File: src/rtl/rkvs_pkg.sv
`timescale 1ns / 1ps
`default_nettype none
// ----------------------------------------------------------------------------
// rkvs_pkg: shared types and constants for the rotary knob volume selector
// Event codes, register indexes, reset values and controller/datapath links.
// ----------------------------------------------------------------------------
package rkvs_pkg;

  // Default module parameters
  localparam int unsigned MAX_ENTRIES_DEF = 32;
  localparam int unsigned COUNT_BITS_DEF  = 16;

  // Fixed field widths
  localparam int unsigned KIND_W  = 2;
  localparam int unsigned TIME_W  = 32;
  localparam int unsigned PC_W    = 6;
  localparam int unsigned RG_W    = 8;
  localparam int unsigned BG_W    = 10;
  localparam int unsigned VOL_W   = 7;
  localparam int unsigned SEL_W   = 6;
  localparam int unsigned SELO_W  = 5;
  localparam int unsigned CFGI_W  = 2;
  localparam int unsigned CFGD_W  = 10;

  // Remainder unit: one dividend bit per step
  localparam int unsigned DVD_W     = 7;
  localparam int unsigned DIV_CNT_W = 3;
  localparam logic [DIV_CNT_W-1:0] DIV_LAST = 3'(DVD_W - 1);

  // Reset values and limits
  localparam logic [RG_W-1:0]  ROT_GUARD_RST = 8'd2;
  localparam logic [BG_W-1:0]  BTN_GUARD_RST = 10'd50;
  localparam logic [VOL_W-1:0] VOL_STEP_RST  = 7'd5;
  localparam logic [VOL_W-1:0] VOL_RST       = 7'd50;
  localparam logic [VOL_W-1:0] VOL_MAX       = 7'd100;

  // Event kinds
  typedef enum logic [KIND_W-1:0] {
    KIND_TURN  = 2'd0,
    KIND_PRESS = 2'd1,
    KIND_POLL  = 2'd2,
    KIND_NONE  = 2'd3
  } kind_t;

  // Configuration register indexes
  typedef enum logic [CFGI_W-1:0] {
    CFG_PLAYLIST_COUNT = 2'd0,
    CFG_ROTATE_GUARD   = 2'd1,
    CFG_BUTTON_GUARD   = 2'd2,
    CFG_VOLUME_STEP    = 2'd3
  } cfg_idx_t;

  // Controller to datapath commands
  typedef struct packed {
    logic load_in;
    logic exec;
    logic div_step;
    logic post;
    logic load_out;
  } dp_cmd_t;

  // Datapath to controller status
  typedef struct packed {
    logic need_div;
  } dp_stat_t;

endpackage : rkvs_pkg
`default_nettype wire

File: src/rtl/rkvs_ctrl.sv
`timescale 1ns / 1ps
`default_nettype none
// ----------------------------------------------------------------------------
// rkvs_ctrl: event sequencer
// Runs accept, execute, optional remainder steps, press handling and result
// transfer, and owns both channel handshakes.
// ----------------------------------------------------------------------------
module rkvs_ctrl
  import rkvs_pkg::*;
(
  input  wire logic     clk,
  input  wire logic     rst_n,
  input  wire logic     in_valid,
  output logic          in_ready,
  output logic          out_valid,
  input  wire logic     out_ready,
  input  wire dp_stat_t stat,
  output dp_cmd_t       cmd
);

  typedef enum logic [4:0] {
    ST_IDLE = 5'b00001,
    ST_EXEC = 5'b00010,
    ST_DIV  = 5'b00100,
    ST_POST = 5'b01000,
    ST_OUT  = 5'b10000
  } state_t;

  state_t               state_r, state_nxt;
  logic [DIV_CNT_W-1:0] cnt_r, cnt_nxt;
  logic                 out_valid_r, out_valid_nxt;
  logic                 out_free;

  assign out_free  = !out_valid_r || out_ready;
  assign in_ready  = (state_r == ST_IDLE);
  assign out_valid = out_valid_r;

  // Next state and commands
  always_comb begin
    state_nxt     = state_r;
    cnt_nxt       = cnt_r;
    out_valid_nxt = out_valid_r && !out_ready;
    cmd           = '0;
    unique case (state_r)
      ST_IDLE: begin
        if (in_valid) begin
          cmd.load_in = 1'b1;
          state_nxt   = ST_EXEC;
        end
      end
      ST_EXEC: begin
        cmd.exec = 1'b1;
        cnt_nxt  = '0;
        state_nxt = stat.need_div ? ST_DIV : ST_POST;
      end
      ST_DIV: begin
        cmd.div_step = 1'b1;
        cnt_nxt      = cnt_r + 1'b1;
        if (cnt_r == DIV_LAST) begin
          state_nxt = ST_POST;
        end
      end
      ST_POST: begin
        cmd.post  = 1'b1;
        state_nxt = ST_OUT;
      end
      ST_OUT: begin
        // hold until the result register is free
        if (out_free) begin
          cmd.load_out  = 1'b1;
          out_valid_nxt = 1'b1;
          state_nxt     = ST_IDLE;
        end
      end
      default: begin
        state_nxt = ST_IDLE;
      end
    endcase
  end

  always_ff @(posedge clk) begin
    if (!rst_n) begin
      state_r     <= ST_IDLE;
      cnt_r       <= '0;
      out_valid_r <= 1'b0;
    end else begin
      state_r     <= state_nxt;
      cnt_r       <= cnt_nxt;
      out_valid_r <= out_valid_nxt;
    end
  end

endmodule : rkvs_ctrl
`default_nettype wire

File: src/rtl/rkvs_dp.sv
`timescale 1ns / 1ps
`default_nettype none
// ----------------------------------------------------------------------------
// rkvs_dp: knob state datapath
// Holds configuration, encoder and playback state, a bit-serial remainder
// unit for the circular selection step, and the result register.
// ----------------------------------------------------------------------------
module rkvs_dp
  import rkvs_pkg::*;
#(
  parameter int unsigned MAX_ENTRIES = MAX_ENTRIES_DEF,
  parameter int unsigned COUNT_BITS  = COUNT_BITS_DEF
) (
  input  wire logic                    clk,
  input  wire logic                    rst_n,
  input  wire dp_cmd_t                 cmd,
  output dp_stat_t                     stat,
  input  wire logic                    cfg_we,
  input  wire logic [CFGI_W-1:0]       cfg_index,
  input  wire logic [CFGD_W-1:0]       cfg_wdata,
  input  wire logic [KIND_W-1:0]       in_kind,
  input  wire logic [TIME_W-1:0]       in_now_ms,
  input  wire logic                    in_clk_level,
  input  wire logic                    in_dt_level,
  output logic [VOL_W-1:0]             out_volume_now,
  output logic [SELO_W-1:0]            out_selection_now,
  output logic                         out_playing_now,
  output logic signed [COUNT_BITS-1:0] out_knob_count,
  output logic                         out_start_request,
  output logic                         out_stop_request,
  output logic                         out_refresh
);

  localparam int unsigned N_CLAMP = (MAX_ENTRIES > 63) ? 63 : MAX_ENTRIES;
  localparam logic [PC_W-1:0] N_MAX = PC_W'(N_CLAMP);

  // Configuration
  logic [PC_W-1:0]  pc_r;
  logic [RG_W-1:0]  rguard_r;
  logic [BG_W-1:0]  bguard_r;
  logic [VOL_W-1:0] vstep_r;

  // Captured event
  kind_t             kind_r;
  logic [TIME_W-1:0] now_r;
  logic              clk_lv_r;
  logic              dt_lv_r;

  // Knob state
  logic [COUNT_BITS-1:0] count_r;
  logic [COUNT_BITS-1:0] polled_r;
  logic                  prev_clk_r;
  logic [TIME_W-1:0]     turn_time_r;
  logic [TIME_W-1:0]     press_time_r;
  logic                  pending_r;
  logic [VOL_W-1:0]      vol_r;
  logic [SEL_W-1:0]      sel_r;
  logic                  playing_r;

  // Per-event flags
  logic start_r, stop_r, refresh_r, div_pend_r;

  // Remainder unit
  logic [DVD_W-1:0] dvd_r;
  logic [DVD_W-1:0] rem_r;

  // Combinational helpers
  logic [TIME_W-1:0]     turn_diff, press_diff;
  logic [COUNT_BITS-1:0] pos_diff;
  logic                  moved, down;
  logic [PC_W-1:0]       n_lim, n_eff;
  logic [VOL_W:0]        vol_up;
  logic [DVD_W-1:0]      shifted;
  logic [SEL_W-1:0]      sel_cur;

  assign turn_diff  = now_r - turn_time_r;
  assign press_diff = now_r - press_time_r;
  assign pos_diff   = count_r - polled_r;
  assign moved      = (pos_diff != '0);
  assign down       = pos_diff[COUNT_BITS-1];
  assign n_lim      = (pc_r > N_MAX) ? N_MAX : pc_r;
  assign n_eff      = (n_lim == '0) ? PC_W'(1) : n_lim;
  assign vol_up     = {1'b0, vol_r} + {1'b0, vstep_r};
  assign shifted    = {rem_r[DVD_W-2:0], dvd_r[DVD_W-1]};
  assign sel_cur    = div_pend_r ? rem_r[SEL_W-1:0] : sel_r;

  assign stat.need_div = (kind_r == KIND_POLL) && moved && !playing_r;

  // Configuration writes
  always_ff @(posedge clk) begin
    if (!rst_n) begin
      pc_r     <= '0;
      rguard_r <= ROT_GUARD_RST;
      bguard_r <= BTN_GUARD_RST;
      vstep_r  <= VOL_STEP_RST;
    end else if (cfg_we) begin
      unique case (cfg_idx_t'(cfg_index))
        CFG_PLAYLIST_COUNT: pc_r     <= cfg_wdata[PC_W-1:0];
        CFG_ROTATE_GUARD:   rguard_r <= cfg_wdata[RG_W-1:0];
        CFG_BUTTON_GUARD:   bguard_r <= cfg_wdata[BG_W-1:0];
        CFG_VOLUME_STEP:    vstep_r  <= cfg_wdata[VOL_W-1:0];
        default: ;
      endcase
    end
  end

  // Capture the accepted event
  always_ff @(posedge clk) begin
    if (cmd.load_in) begin
      kind_r   <= kind_t'(in_kind);
      now_r    <= in_now_ms;
      clk_lv_r <= in_clk_level;
      dt_lv_r  <= in_dt_level;
    end
  end

  // Knob, button and playback state
  always_ff @(posedge clk) begin
    if (!rst_n) begin
      count_r      <= '0;
      polled_r     <= '0;
      prev_clk_r   <= 1'b0;
      turn_time_r  <= '0;
      press_time_r <= '0;
      pending_r    <= 1'b0;
      vol_r        <= VOL_RST;
      sel_r        <= '0;
      playing_r    <= 1'b0;
      start_r      <= 1'b0;
      stop_r       <= 1'b0;
      refresh_r    <= 1'b0;
      div_pend_r   <= 1'b0;
    end else if (cmd.exec) begin
      start_r    <= 1'b0;
      stop_r     <= 1'b0;
      refresh_r  <= 1'b0;
      div_pend_r <= 1'b0;
      unique case (kind_r)
        KIND_TURN: begin
          // drop changes inside the rotate guard
          if (turn_diff >= TIME_W'(rguard_r)) begin
            if (clk_lv_r != prev_clk_r) begin
              count_r     <= (clk_lv_r != dt_lv_r) ? count_r + 1'b1 : count_r - 1'b1;
              turn_time_r <= now_r;
            end
            prev_clk_r <= clk_lv_r;
          end
        end
        KIND_PRESS: begin
          if (press_diff > TIME_W'(bguard_r)) begin
            pending_r <= 1'b1;
          end
          press_time_r <= now_r;
        end
        KIND_POLL: begin
          if (moved) begin
            if (playing_r) begin
              if (down) begin
                vol_r <= (vol_r > vstep_r) ? vol_r - vstep_r : '0;
              end else begin
                vol_r <= (vol_up > {1'b0, VOL_MAX}) ? VOL_MAX : vol_up[VOL_W-1:0];
              end
            end else begin
              div_pend_r <= 1'b1;
            end
            polled_r  <= count_r;
            refresh_r <= 1'b1;
          end
        end
        default: ;
      endcase
    end else if (cmd.post) begin
      sel_r      <= sel_cur;
      div_pend_r <= 1'b0;
      // consume a pending press at a poll
      if ((kind_r == KIND_POLL) && pending_r) begin
        pending_r <= 1'b0;
        refresh_r <= 1'b1;
        if ((pc_r != '0) && (sel_cur < pc_r)) begin
          playing_r <= !playing_r;
          stop_r    <= playing_r;
          start_r   <= !playing_r;
        end
      end
    end
  end

  // Remainder of the stepped selection, one dividend bit per step
  always_ff @(posedge clk) begin
    if (cmd.exec) begin
      dvd_r <= down ? DVD_W'(sel_r) + DVD_W'(n_eff) - 1'b1 : DVD_W'(sel_r) + 1'b1;
      rem_r <= '0;
    end else if (cmd.div_step) begin
      dvd_r <= {dvd_r[DVD_W-2:0], 1'b0};
      rem_r <= (shifted >= DVD_W'(n_eff)) ? shifted - DVD_W'(n_eff) : shifted;
    end
  end

  // Result register
  always_ff @(posedge clk) begin
    if (cmd.load_out) begin
      out_volume_now    <= vol_r;
      out_selection_now <= sel_r[SELO_W-1:0];
      out_playing_now   <= playing_r;
      out_knob_count    <= count_r;
      out_start_request <= start_r;
      out_stop_request  <= stop_r;
      out_refresh       <= refresh_r;
    end
  end

endmodule : rkvs_dp
`default_nettype wire

File: src/rtl/rotary_knob_volume_selector_top.sv
`timescale 1ns / 1ps
`default_nettype none
// ----------------------------------------------------------------------------
// rotary_knob_volume_selector_top: rotary knob volume and playlist selector
// Decodes timestamped knob events and polls into volume, selection and
// play/stop status, one result per event.
//
//   Channel  Direction  Handshake            Payload
//   in_      input      in_valid/in_ready    kind, now_ms, clk_level, dt_level
//   out_     output     out_valid/out_ready  volume, selection, playing, count,
//                                            start/stop requests, refresh
//   cfg_     input      cfg_we               cfg_index, cfg_wdata
//
// An event passes through accept, execute, press handling and output load, in
// that order; a poll that steps the selection adds the bit-serial remainder
// unit between execute and press handling, one step per dividend bit.
// One event is in flight at a time; the next one is taken while the previous
// result still waits in the output register.
// A stalled output holds the sequencer in its final state until the register
// frees up. Reset is synchronous and active low; no clearing pass is needed.
// ----------------------------------------------------------------------------
module rotary_knob_volume_selector_top
  import rkvs_pkg::*;
#(
  parameter int unsigned MAX_ENTRIES = MAX_ENTRIES_DEF,
  parameter int unsigned COUNT_BITS  = COUNT_BITS_DEF
) (
  input  wire logic                    clk,
  input  wire logic                    rst_n,
  input  wire logic                    cfg_we,
  input  wire logic [CFGI_W-1:0]       cfg_index,
  input  wire logic [CFGD_W-1:0]       cfg_wdata,
  input  wire logic                    in_valid,
  output logic                         in_ready,
  input  wire logic [KIND_W-1:0]       in_kind,
  input  wire logic [TIME_W-1:0]       in_now_ms,
  input  wire logic                    in_clk_level,
  input  wire logic                    in_dt_level,
  output logic                         out_valid,
  input  wire logic                    out_ready,
  output logic [VOL_W-1:0]             out_volume_now,
  output logic [SELO_W-1:0]            out_selection_now,
  output logic                         out_playing_now,
  output logic signed [COUNT_BITS-1:0] out_knob_count,
  output logic                         out_start_request,
  output logic                         out_stop_request,
  output logic                         out_refresh
);

  dp_cmd_t  cmd;
  dp_stat_t stat;

  // Sequencer
  rkvs_ctrl u_ctrl (
    .clk       (clk),
    .rst_n     (rst_n),
    .in_valid  (in_valid),
    .in_ready  (in_ready),
    .out_valid (out_valid),
    .out_ready (out_ready),
    .stat      (stat),
    .cmd       (cmd)
  );

  // State and arithmetic
  rkvs_dp #(
    .MAX_ENTRIES (MAX_ENTRIES),
    .COUNT_BITS  (COUNT_BITS)
  ) u_dp (
    .clk               (clk),
    .rst_n             (rst_n),
    .cmd               (cmd),
    .stat              (stat),
    .cfg_we            (cfg_we),
    .cfg_index         (cfg_index),
    .cfg_wdata         (cfg_wdata),
    .in_kind           (in_kind),
    .in_now_ms         (in_now_ms),
    .in_clk_level      (in_clk_level),
    .in_dt_level       (in_dt_level),
    .out_volume_now    (out_volume_now),
    .out_selection_now (out_selection_now),
    .out_playing_now   (out_playing_now),
    .out_knob_count    (out_knob_count),
    .out_start_request (out_start_request),
    .out_stop_request  (out_stop_request),
    .out_refresh       (out_refresh)
  );

endmodule : rotary_knob_volume_selector_top
`default_nettype wire
File: config.mk
export PLATFORM = sky130hd
export DESIGN_NAME = rotary_knob_volume_selector_top
export DESIGN_NICKNAME = d
export VERILOG_FILES = /design/src/rtl/rkvs_pkg.sv /design/src/rtl/rkvs_ctrl.sv /design/src/rtl/rkvs_dp.sv /design/src/rtl/rotary_knob_volume_selector_top.sv
export SDC_FILE = /design/constraint.sdc
export NUM_CORES = 1
export LEC_CHECK = 0
export BUFFER_PORTS_ARGS = -buffer_cell sky130_fd_sc_hd__buf_2
export CAP_MARGIN = 20
export CORE_MARGIN = 1
export CORE_UTILIZATION = 64
export DETAILED_ROUTE_END_ITERATION = 7
export HOLD_SLACK_MARGIN = 0.03
export PLACE_DENSITY = 0.83
export SYNTH_ARGS = -nofsm -noshare
export SYNTH_HDL_FRONTEND = slang
export SYNTH_SLANG_ARGS = --single-unit
export TNS_END_PERCENT = 1
File: constraint.sdc
create_clock -name clk -period 7.45 [get_ports clk]
set_clock_uncertainty 0.05 [all_clocks]
set_input_delay 0.745 -clock clk [delete_from_list [all_inputs] [get_ports clk]]
set_output_delay 0.745 -clock clk [all_outputs]
set_load 0.005 [all_outputs]
==> results of run 1 <==
[sequential cells by signal (all words and copies together) (netlist names), 2 cells and up]
register and count:
u_dp.press_time_r 32, u_dp.now_r 32, u_dp.sel_r 6, u_dp.out_volume_now 7, u_dp.out_selection_now 5, u_dp.rem_r 6
u_dp.pc_r 6, u_dp.out_knob_count 16, u_dp.kind_r 2, u_dp.turn_time_r 32, u_dp.count_r 16, u_dp.vol_r 7
u_ctrl.state_r 5, u_dp.dvd_r 7, u_dp.vstep_r 7, u_dp.polled_r 16, u_ctrl.cnt_r 3, u_dp.bguard_r 10
u_dp.rguard_r 8
[synthesized netlist by cell type (5+ instances only)]
library cell,n
o211ai_1,22
o311ai_0,6
dfxtp_1,162
inv_1,177
o41ai_1,6
buf_6,5
o21a_1,18
edfxtp_1,75
or3_1,10
xnor2_1,41
mux2i_1,87
nor3_1,35
a31oi_1,11
nor3b_1,10
nor2_1,134
a311oi_1,5
and2_1,5
a21oi_1,172
buf_2,11
a21boi_0,5
o31ai_1,8
xor2_1,24
o21ai_1,6
a2111oi_0,9
o21ai_0,68
nor2b_1,19
o2111ai_1,6
nand2b_1,22
a21o_1,35
o21bai_1,12
a211oi_1,14
ha_1,148
clkbuf_1,59
nand3b_1,6
fa_1,7
nand4_1,29
nor4_1,13
nand2_1,304
nand3_1,32
or2_2,8
and3_1,9
[routing by layer]
| layer | GRT usage | wire, microns | vias to the layer above |
|---|---|---|---|
| li1 | - | - | 6809 |
| met1 | 0.430 | 18600 | 6608 |
| met2 | 0.507 | 18200 | 467 |
| met3 | 0.0440 | 2570 | 87 |
| met4 | 0.0944 | 920 | 0 |
| met5 | 0 | 0 | - |
[kinds of logic (layout without fill, tap and decap cells)]
family / Yosys count / in the layout / synth area share
flops: 237 / 237 / 0.347
mux: 90 / 90 / 0.0572
simple gates: 650 / 650 / 0.187
buf+inv: 255 / 321 / 0.0637
xor+xnor: 65 / 65 / 0.0360
compound gates: 454 / 454 / 0.183
fa+ha+maj: 155 / 155 / 0.126
[worst paths after layout]
kind                 startpoint                     to  slack, ns  depth (start not counted)
hold / removal       in_kind[0]         u_dp.kind_r[0]       0.32                          1
setup / recovery  u_dp.now_r[0]       u_dp.count_r[12]       2.51                         18
setup reg to reg  u_dp.now_r[0]       u_dp.count_r[12]       2.51                         18
hold reg to reg     u_dp.stop_r  u_dp.out_stop_request       0.39                          0
[where the power goes]
part	total (mW)	switching [mW]	internal, mW
clock network	1.34	0.567	0.778
registers	1.44	0.0542	1.39
logic	0.986	0.607	0.379
[final cells by class]
class                           count  area [sq um]  share of cell area
Multi-Input combinational cell   1414          9360               0.541
Sequential cell                   237          5500               0.317
Clock buffer                       32           703              0.0406
Inverter                          178           668              0.0386
Timing Repair Buffer               95           498              0.0288
Tap cell                          324           405              0.0234
Clock inverter                     16           179              0.0103
[cells in the final DEF, fill, tap and decap left out, types with 24 or more instances in the layout]
cell,n
a21oi_1,172
inv_1,177
o21ai_0,68
a21o_1,35
xnor2_1,41
nand3_1,32
nor2_1,134
buf_2,86
xor2_1,24
nand2_1,304
mux2i_1,87
edfxtp_1,75
clkbuf_16,26
nor3_1,35
ha_1,148
nand4_1,29
dfxtp_1,162
[metrics by stage]
step | hold slack, ns | total power, mW | area [sq um] | instances | setup WS (ns)
after global routing | 0.304 | 3.94 | 17300 | 2296 | 2.16
after floorplan | 0.358 | 2.18 | 15800 | 1906 | 3.41
final | 0.317 | 3.77 | 17300 | 2296 | 2.51
after global placement | 0.374 | 2.40 | 16400 | 2247 | 2.73
after detailed placement | 0.373 | 2.43 | 16400 | 2247 | 2.56
after CTS | 0.307 | 3.76 | 17300 | 2295 | 2.55
[worst max-delay path, delay by kind of cell (launching register included)]
kind	cells	cell delay, ns
buf+inv	3	0.56
simple gates	5	1.44
compound gates	5	1.07
flops	1	0.41
xor+xnor	1	0.16
fa+ha+maj	3	0.89
mux	1	0.18
==> qor.yml, run 1 <==
status: "finished, final reports clean"
hold_viol: 0
gp_congestion: 0.962
cts_tree: "built"
worst-endpoint-arrival_ns: 5.30
worstSetupStartpointType: "flop"
clockRootBuffer: "clkbuf_16"
p_per_area_nw_per_um2: 218
start_util: 0.651
post_route_cells_drive_above_1_share: 0.0832
setup_viol: 0
drt_iter0_drc: 1149
yosysSeqAreaShare: 0.347
cts_made_buffers: 26
die_w_microns: 159
p_leak_nw: 6.70
crit_fanout: 27
ys_types: 79
min-delay-path-class: "in -> reg"
first_global_vias: 13300
synth_seq_cells: 237
tns_ns: 0
grt_pass1_wl_mm: 65.4
min_period_over_period: 0.663
clk_pin_slew_ns: 0.06
syn_nets: 2114
via_count: 14000
top_level_ports: 87
rsz0062_at_grt: "false"
vias_per_cell: 6.08
worst_pin_slew_ns: 1.09
synth_area_sq_um: 15800
floorplan.die_area_sq_um: 25400
final_antenna_net_count: 0
clock_sinks: 237
core_area_sq_um: 24300
nets: 2160
maxCapViolCount: 0
finalCriticalPeriod_ns: 4.94
synth-main-ff-cell: "dfxtp_1"
routed_wl_mm: 40.4
cts_resized: 0
fillCellCount: 1935
synth_warnings: 0
synth_edf_count: 75
ir_drop_v: 0.000190
netlist_instances: 1906
cts_max_level: 1
synth_top_cell_area_share: 0.205
synth_top_area_cell: "dfxtp_1"
antenna_found_initial: 0
synth.area.top_cells: "dfxtp_1, edfxtp_1, ha_1"
area_delta_synth_final_pct: 9.36
fmax_mhz: 203
routedWlPerCell_microns: 17.6
path_cells: "inv_1 -> ha_1 -> inv_1 -> fa_1 -> a211oi_2 -> o21ai_0 -> xor2_1 -> ha_1 -> nor2b_1 -> o21ai_0 -> o2111ai_1 -> nor4_1 -> nand4_1 -> or4_4 -> nor4_4 -> a21oi_4 -> buf_4 -> mux2i_1"
fin_util: 0.712
insertedDiodeCount: 0
end_kind: "flop"
drc_errors: 0
portBuffers: 86
slew_viol_final: 0
synthArstFlopShare: 0
core.rowCount: 57
grt_max_degree: 91
crit_type: "reg -> reg"
critical_path_required_ns: 7.82
die_h_microns: 159
clk_path_buf_depth: 3
ctsHoldBuffers: 0
grt_usage: 0.312
crit_slowest_cell: "or4_4"
worstSkewPairLatency_ns: 0.55
post_synth.cell_area_avg_sq_um: 8.30
critPathMaxStageDelay_ns: 0.58
dp_hpwl_mm: 29.2
post-cts-setup-buffers: 0
first_pass_iters: 5
maxSlewHeadroom: 0.271
grt_overflow_total: 0
Power figures use the tool's default switching activity.
==> run 2: changes to the inputs <==
--- a/config.mk
+++ b/config.mk
@@ -8,10 +8,10 @@
 export BUFFER_PORTS_ARGS = -buffer_cell sky130_fd_sc_hd__buf_2
 export CAP_MARGIN = 20
 export CORE_MARGIN = 1
-export CORE_UTILIZATION = 64
+export CORE_UTILIZATION = 57
 export DETAILED_ROUTE_END_ITERATION = 7
 export HOLD_SLACK_MARGIN = 0.03
-export PLACE_DENSITY = 0.83
+export PLACE_DENSITY = 0.78
 export SYNTH_ARGS = -nofsm -noshare
 export SYNTH_HDL_FRONTEND = slang
 export SYNTH_SLANG_ARGS = --single-unit
==> constraint.sdc (replaced) <==
create_clock -name clk -period 4.5 [get_ports clk]
set_clock_uncertainty 0.05 [all_clocks]
set_input_delay 0.45 -clock clk [delete_from_list [all_inputs] [get_ports clk]]
set_output_delay 0.45 -clock clk [all_outputs]
set_load 0.005 [all_outputs]
==> qor.yml, run 2 (synthesis gave the netlist of run 1 again) <==
status: "finished, final reports clean"
postPlaceCellArea_sq_um: 16600  # +0.98%
fmax_mhz: 234  # +16%
die_h_microns: 169  # +5.9%
portBuffers: 86  # unchanged
cts_tree: "built"
cts_made_buffers: 27  # +3.8%
top_level_ports: 87  # unchanged
crit_slowest_cell: "or4_4"
area_delta_synth_final_pct: 11.9
maxSlewHeadroom: 0.320  # +0.0496
final_cell_area_sq_um: 17700  # +2.3%
die_w_microns: 169  # +5.9%
p_clk_frac: 0.340  # -0.016
maxCapViolCount: 0  # unchanged
hold_depth: 1  # unchanged
final_antenna_net_count: 0  # unchanged
start_util: 0.584  # -0.0668
drc_errors: 0  # unchanged
tns_ns: 0  # unchanged
nets: 2201  # +1.9%
floorplan.die_area_sq_um: 28400  # +12%
fin_util: 0.654  # -0.0582
vias_per_cell: 5.84  # -4.0%
worstSkewPairLatency_ns: 0.54  # about the same
cts_max_level: 1  # unchanged
post_route_cells_drive_above_1_share: 0.0864  # +0.00327
first_global_vias: 13200  # -0.54%
min_period_over_period: 0.949  # +0.286
drt_iter0_drc: 1066  # -7.2%
via_count: 13900  # -0.28%
critPathMaxStageDelay_ns: 0.58  # about the same
routed_wl_mm: 40.1  # -0.54%
crit_fanout: 23  # -15%
slew_viol_final: 0  # unchanged
hold_viol: 0  # unchanged
clk_pin_slew_ns: 0.06  # about the same
dp_hpwl_mm: 29.3  # +0.45%
worstSetupStartpointType: "flop"
clk_path_buf_depth: 3  # unchanged
clock_sinks: 237  # unchanged
insertedDiodeCount: 0  # unchanged
grt_pass1_wl_mm: 63.9  # -2.3%
min-delay-path-class: "in -> reg"
p_leak_nw: 6.87  # +2.5%
pwr-share-comb: 0.271  # +0.010
path_cells: "inv_1 -> ha_1 -> inv_1 -> fa_1 -> buf_4 -> a21o_1 -> a21oi_1 -> xnor2_1 -> ha_1 -> a21oi_1 -> nor2b_1 -> o21ai_1 -> o2111ai_1 -> nor4_1 -> nand4_1 -> or4_4 -> nor4_4 -> a21oi_4 -> buf_8 -> mux2i_1"
rrSetupSlack_ns: 0.23  # -2.28 ns
ir_drop_v: 0.000295  # +55%
gp_congestion: 0.903  # -6.2%
clockRootBuffer: "clkbuf_16"
routedWlPerCell_microns: 16.8  # -4.3%
fillCellCount: 2290  # +18%
end_kind: "flop"
finalCriticalPeriod_ns: 4.27  # -0.668 ns
sw_frac_of_total: 0.323  # -0.00206
rsz0062_at_grt: "false"
ff2ff_path_depth: 20  # +2
grt_max_degree: 84  # -7.7%
p_int_mw: 4.15  # +63%
grt_overflow_total: 0  # unchanged
first_pass_iters: 5  # unchanged
top_regs: "u_dp.now_r: 32 flops, u_dp.press_time_r: 32 flops, u_dp.turn_time_r: 32 flops"
grt_usage: 0.274  # -0.0374
layout_common_cells: "nand2_1, inv_1, a21oi_1, dfxtp_1, ha_1"
core.rowCount: 60  # +5.3%
post-cts-setup-buffers: 0  # unchanged
net-switching-power_mw: 1.99  # +62%
crit_type: "reg -> reg"
hold_start: "in_now_ms[6]"
worst_pin_slew_ns: 1.02  # -0.0743 ns
r2r-end: "u_dp.count_r[12]"
core_area_sq_um: 27100  # +11%
final_common_cell: "nand2_1"
antenna_found_initial: 0  # unchanged
worst-endpoint-arrival_ns: 4.63  # -0.67 ns
setup_viol: 0  # unchanged
critical_path_required_ns: 4.86  # -2.96 ns
hold_end: "u_dp.now_r[6]"
p_seq_frac: 0.389  # +0.007
worst_r2r_startpoint: "u_dp.now_r[0]"
p_per_area_nw_per_um2: 347  # +59%
run 2: cell types whose count changed in the layout (fill, tap and decap cells not counted), sizes merged:
cell and change:
clkinvlp -2, buf +13, clkbuf +4, bufinv -2, inv +2, dlygate4sd3 +26
run 2: per-layer routing:
layer / part of all wire / vias up / global-route usage
li1: - / 6904 / -
met1: 0.45 / 6584 / 0.366
met2: 0.47 / 379 / 0.467
met3: 0.052 / 65 / 0.0334
met4: 0.025 / 0 / 0.0791
met5: 0 / - / 0
run 2: final cells by class:
type	instances	area [sq um]	share of cell area
Tap cell	372	465	0.0263
Timing Repair Buffer	135	892	0.0504
Clock buffer	35	726	0.0410
Multi-Input combinational cell	1414	9360	0.528
Sequential cell	237	5500	0.310
Inverter	178	668	0.0377
Clock inverter	14	105	0.00593
run 2: worst max-delay path, delay by kind of cell, from the launching register on:
| kind | cells | cell delay [ns] |
|---|---|---|
| adder cells (fa/ha/maj) | 3 | 0.75 |
| XOR/XNOR | 1 | 0.10 |
| flip-flops | 1 | 0.40 |
| multiplexers | 1 | 0.14 |
| AND/OR/NAND/NOR | 5 | 1.23 |
| AO/OA/AOI/OAI | 6 | 0.93 |
| buffers and inverters | 4 | 0.55 |
run 2: through the flow:
step                      total power [mW]  hold slack [ns]  worst slack [ns]  cells
after floorplan                       3.61            0.358             0.455   1906
after global placement                4.00            0.364             0.166   2307
after detailed placement              4.04            0.379            0.0106   2307
after CTS                             6.14           0.0307            0.0195   2381
after global routing                  6.44           0.0330            0.0155   2385
final                                 6.14           0.0470             0.232   2385
run 2: worst max path at each step:
stage	cells after the start	slack, ns	to	start
after CTS	20	0.02	u_dp.turn_time_r[11]	u_dp.now_r[0]
final	20	0.23	u_dp.count_r[12]	u_dp.now_r[0]
after global routing	20	0.02	u_dp.turn_time_r[11]	u_dp.now_r[0]
after floorplan	19	0.46	u_dp.count_r[3]	u_dp.now_r[0]
after global placement	18	0.17	u_dp.turn_time_r[10]	u_dp.now_r[0]
after detailed placement	20	0.01	u_dp.turn_time_r[13]	u_dp.now_r[0]
run 2: power groups by stage:
| stage | registers [mW] | clock network, mW | logic (mW) |
|---|---|---|---|
| after floorplan | 2.39 | 0 | 1.21 |
| after global placement | 2.42 | 0 | 1.58 |
| after detailed placement | 2.43 | 0 | 1.61 |
| after CTS | 2.38 | 2.12 | 1.64 |
| after global routing | 2.39 | 2.20 | 1.84 |
| final | 2.39 | 2.09 | 1.66 |
run 2: repair_timing:
action,4_1_cts,5_1_grt
hold buffers,25,1
endpoints found under the setup margin,0,48
gates resized for setup,0,4
endpoints found under the hold margin,25,1
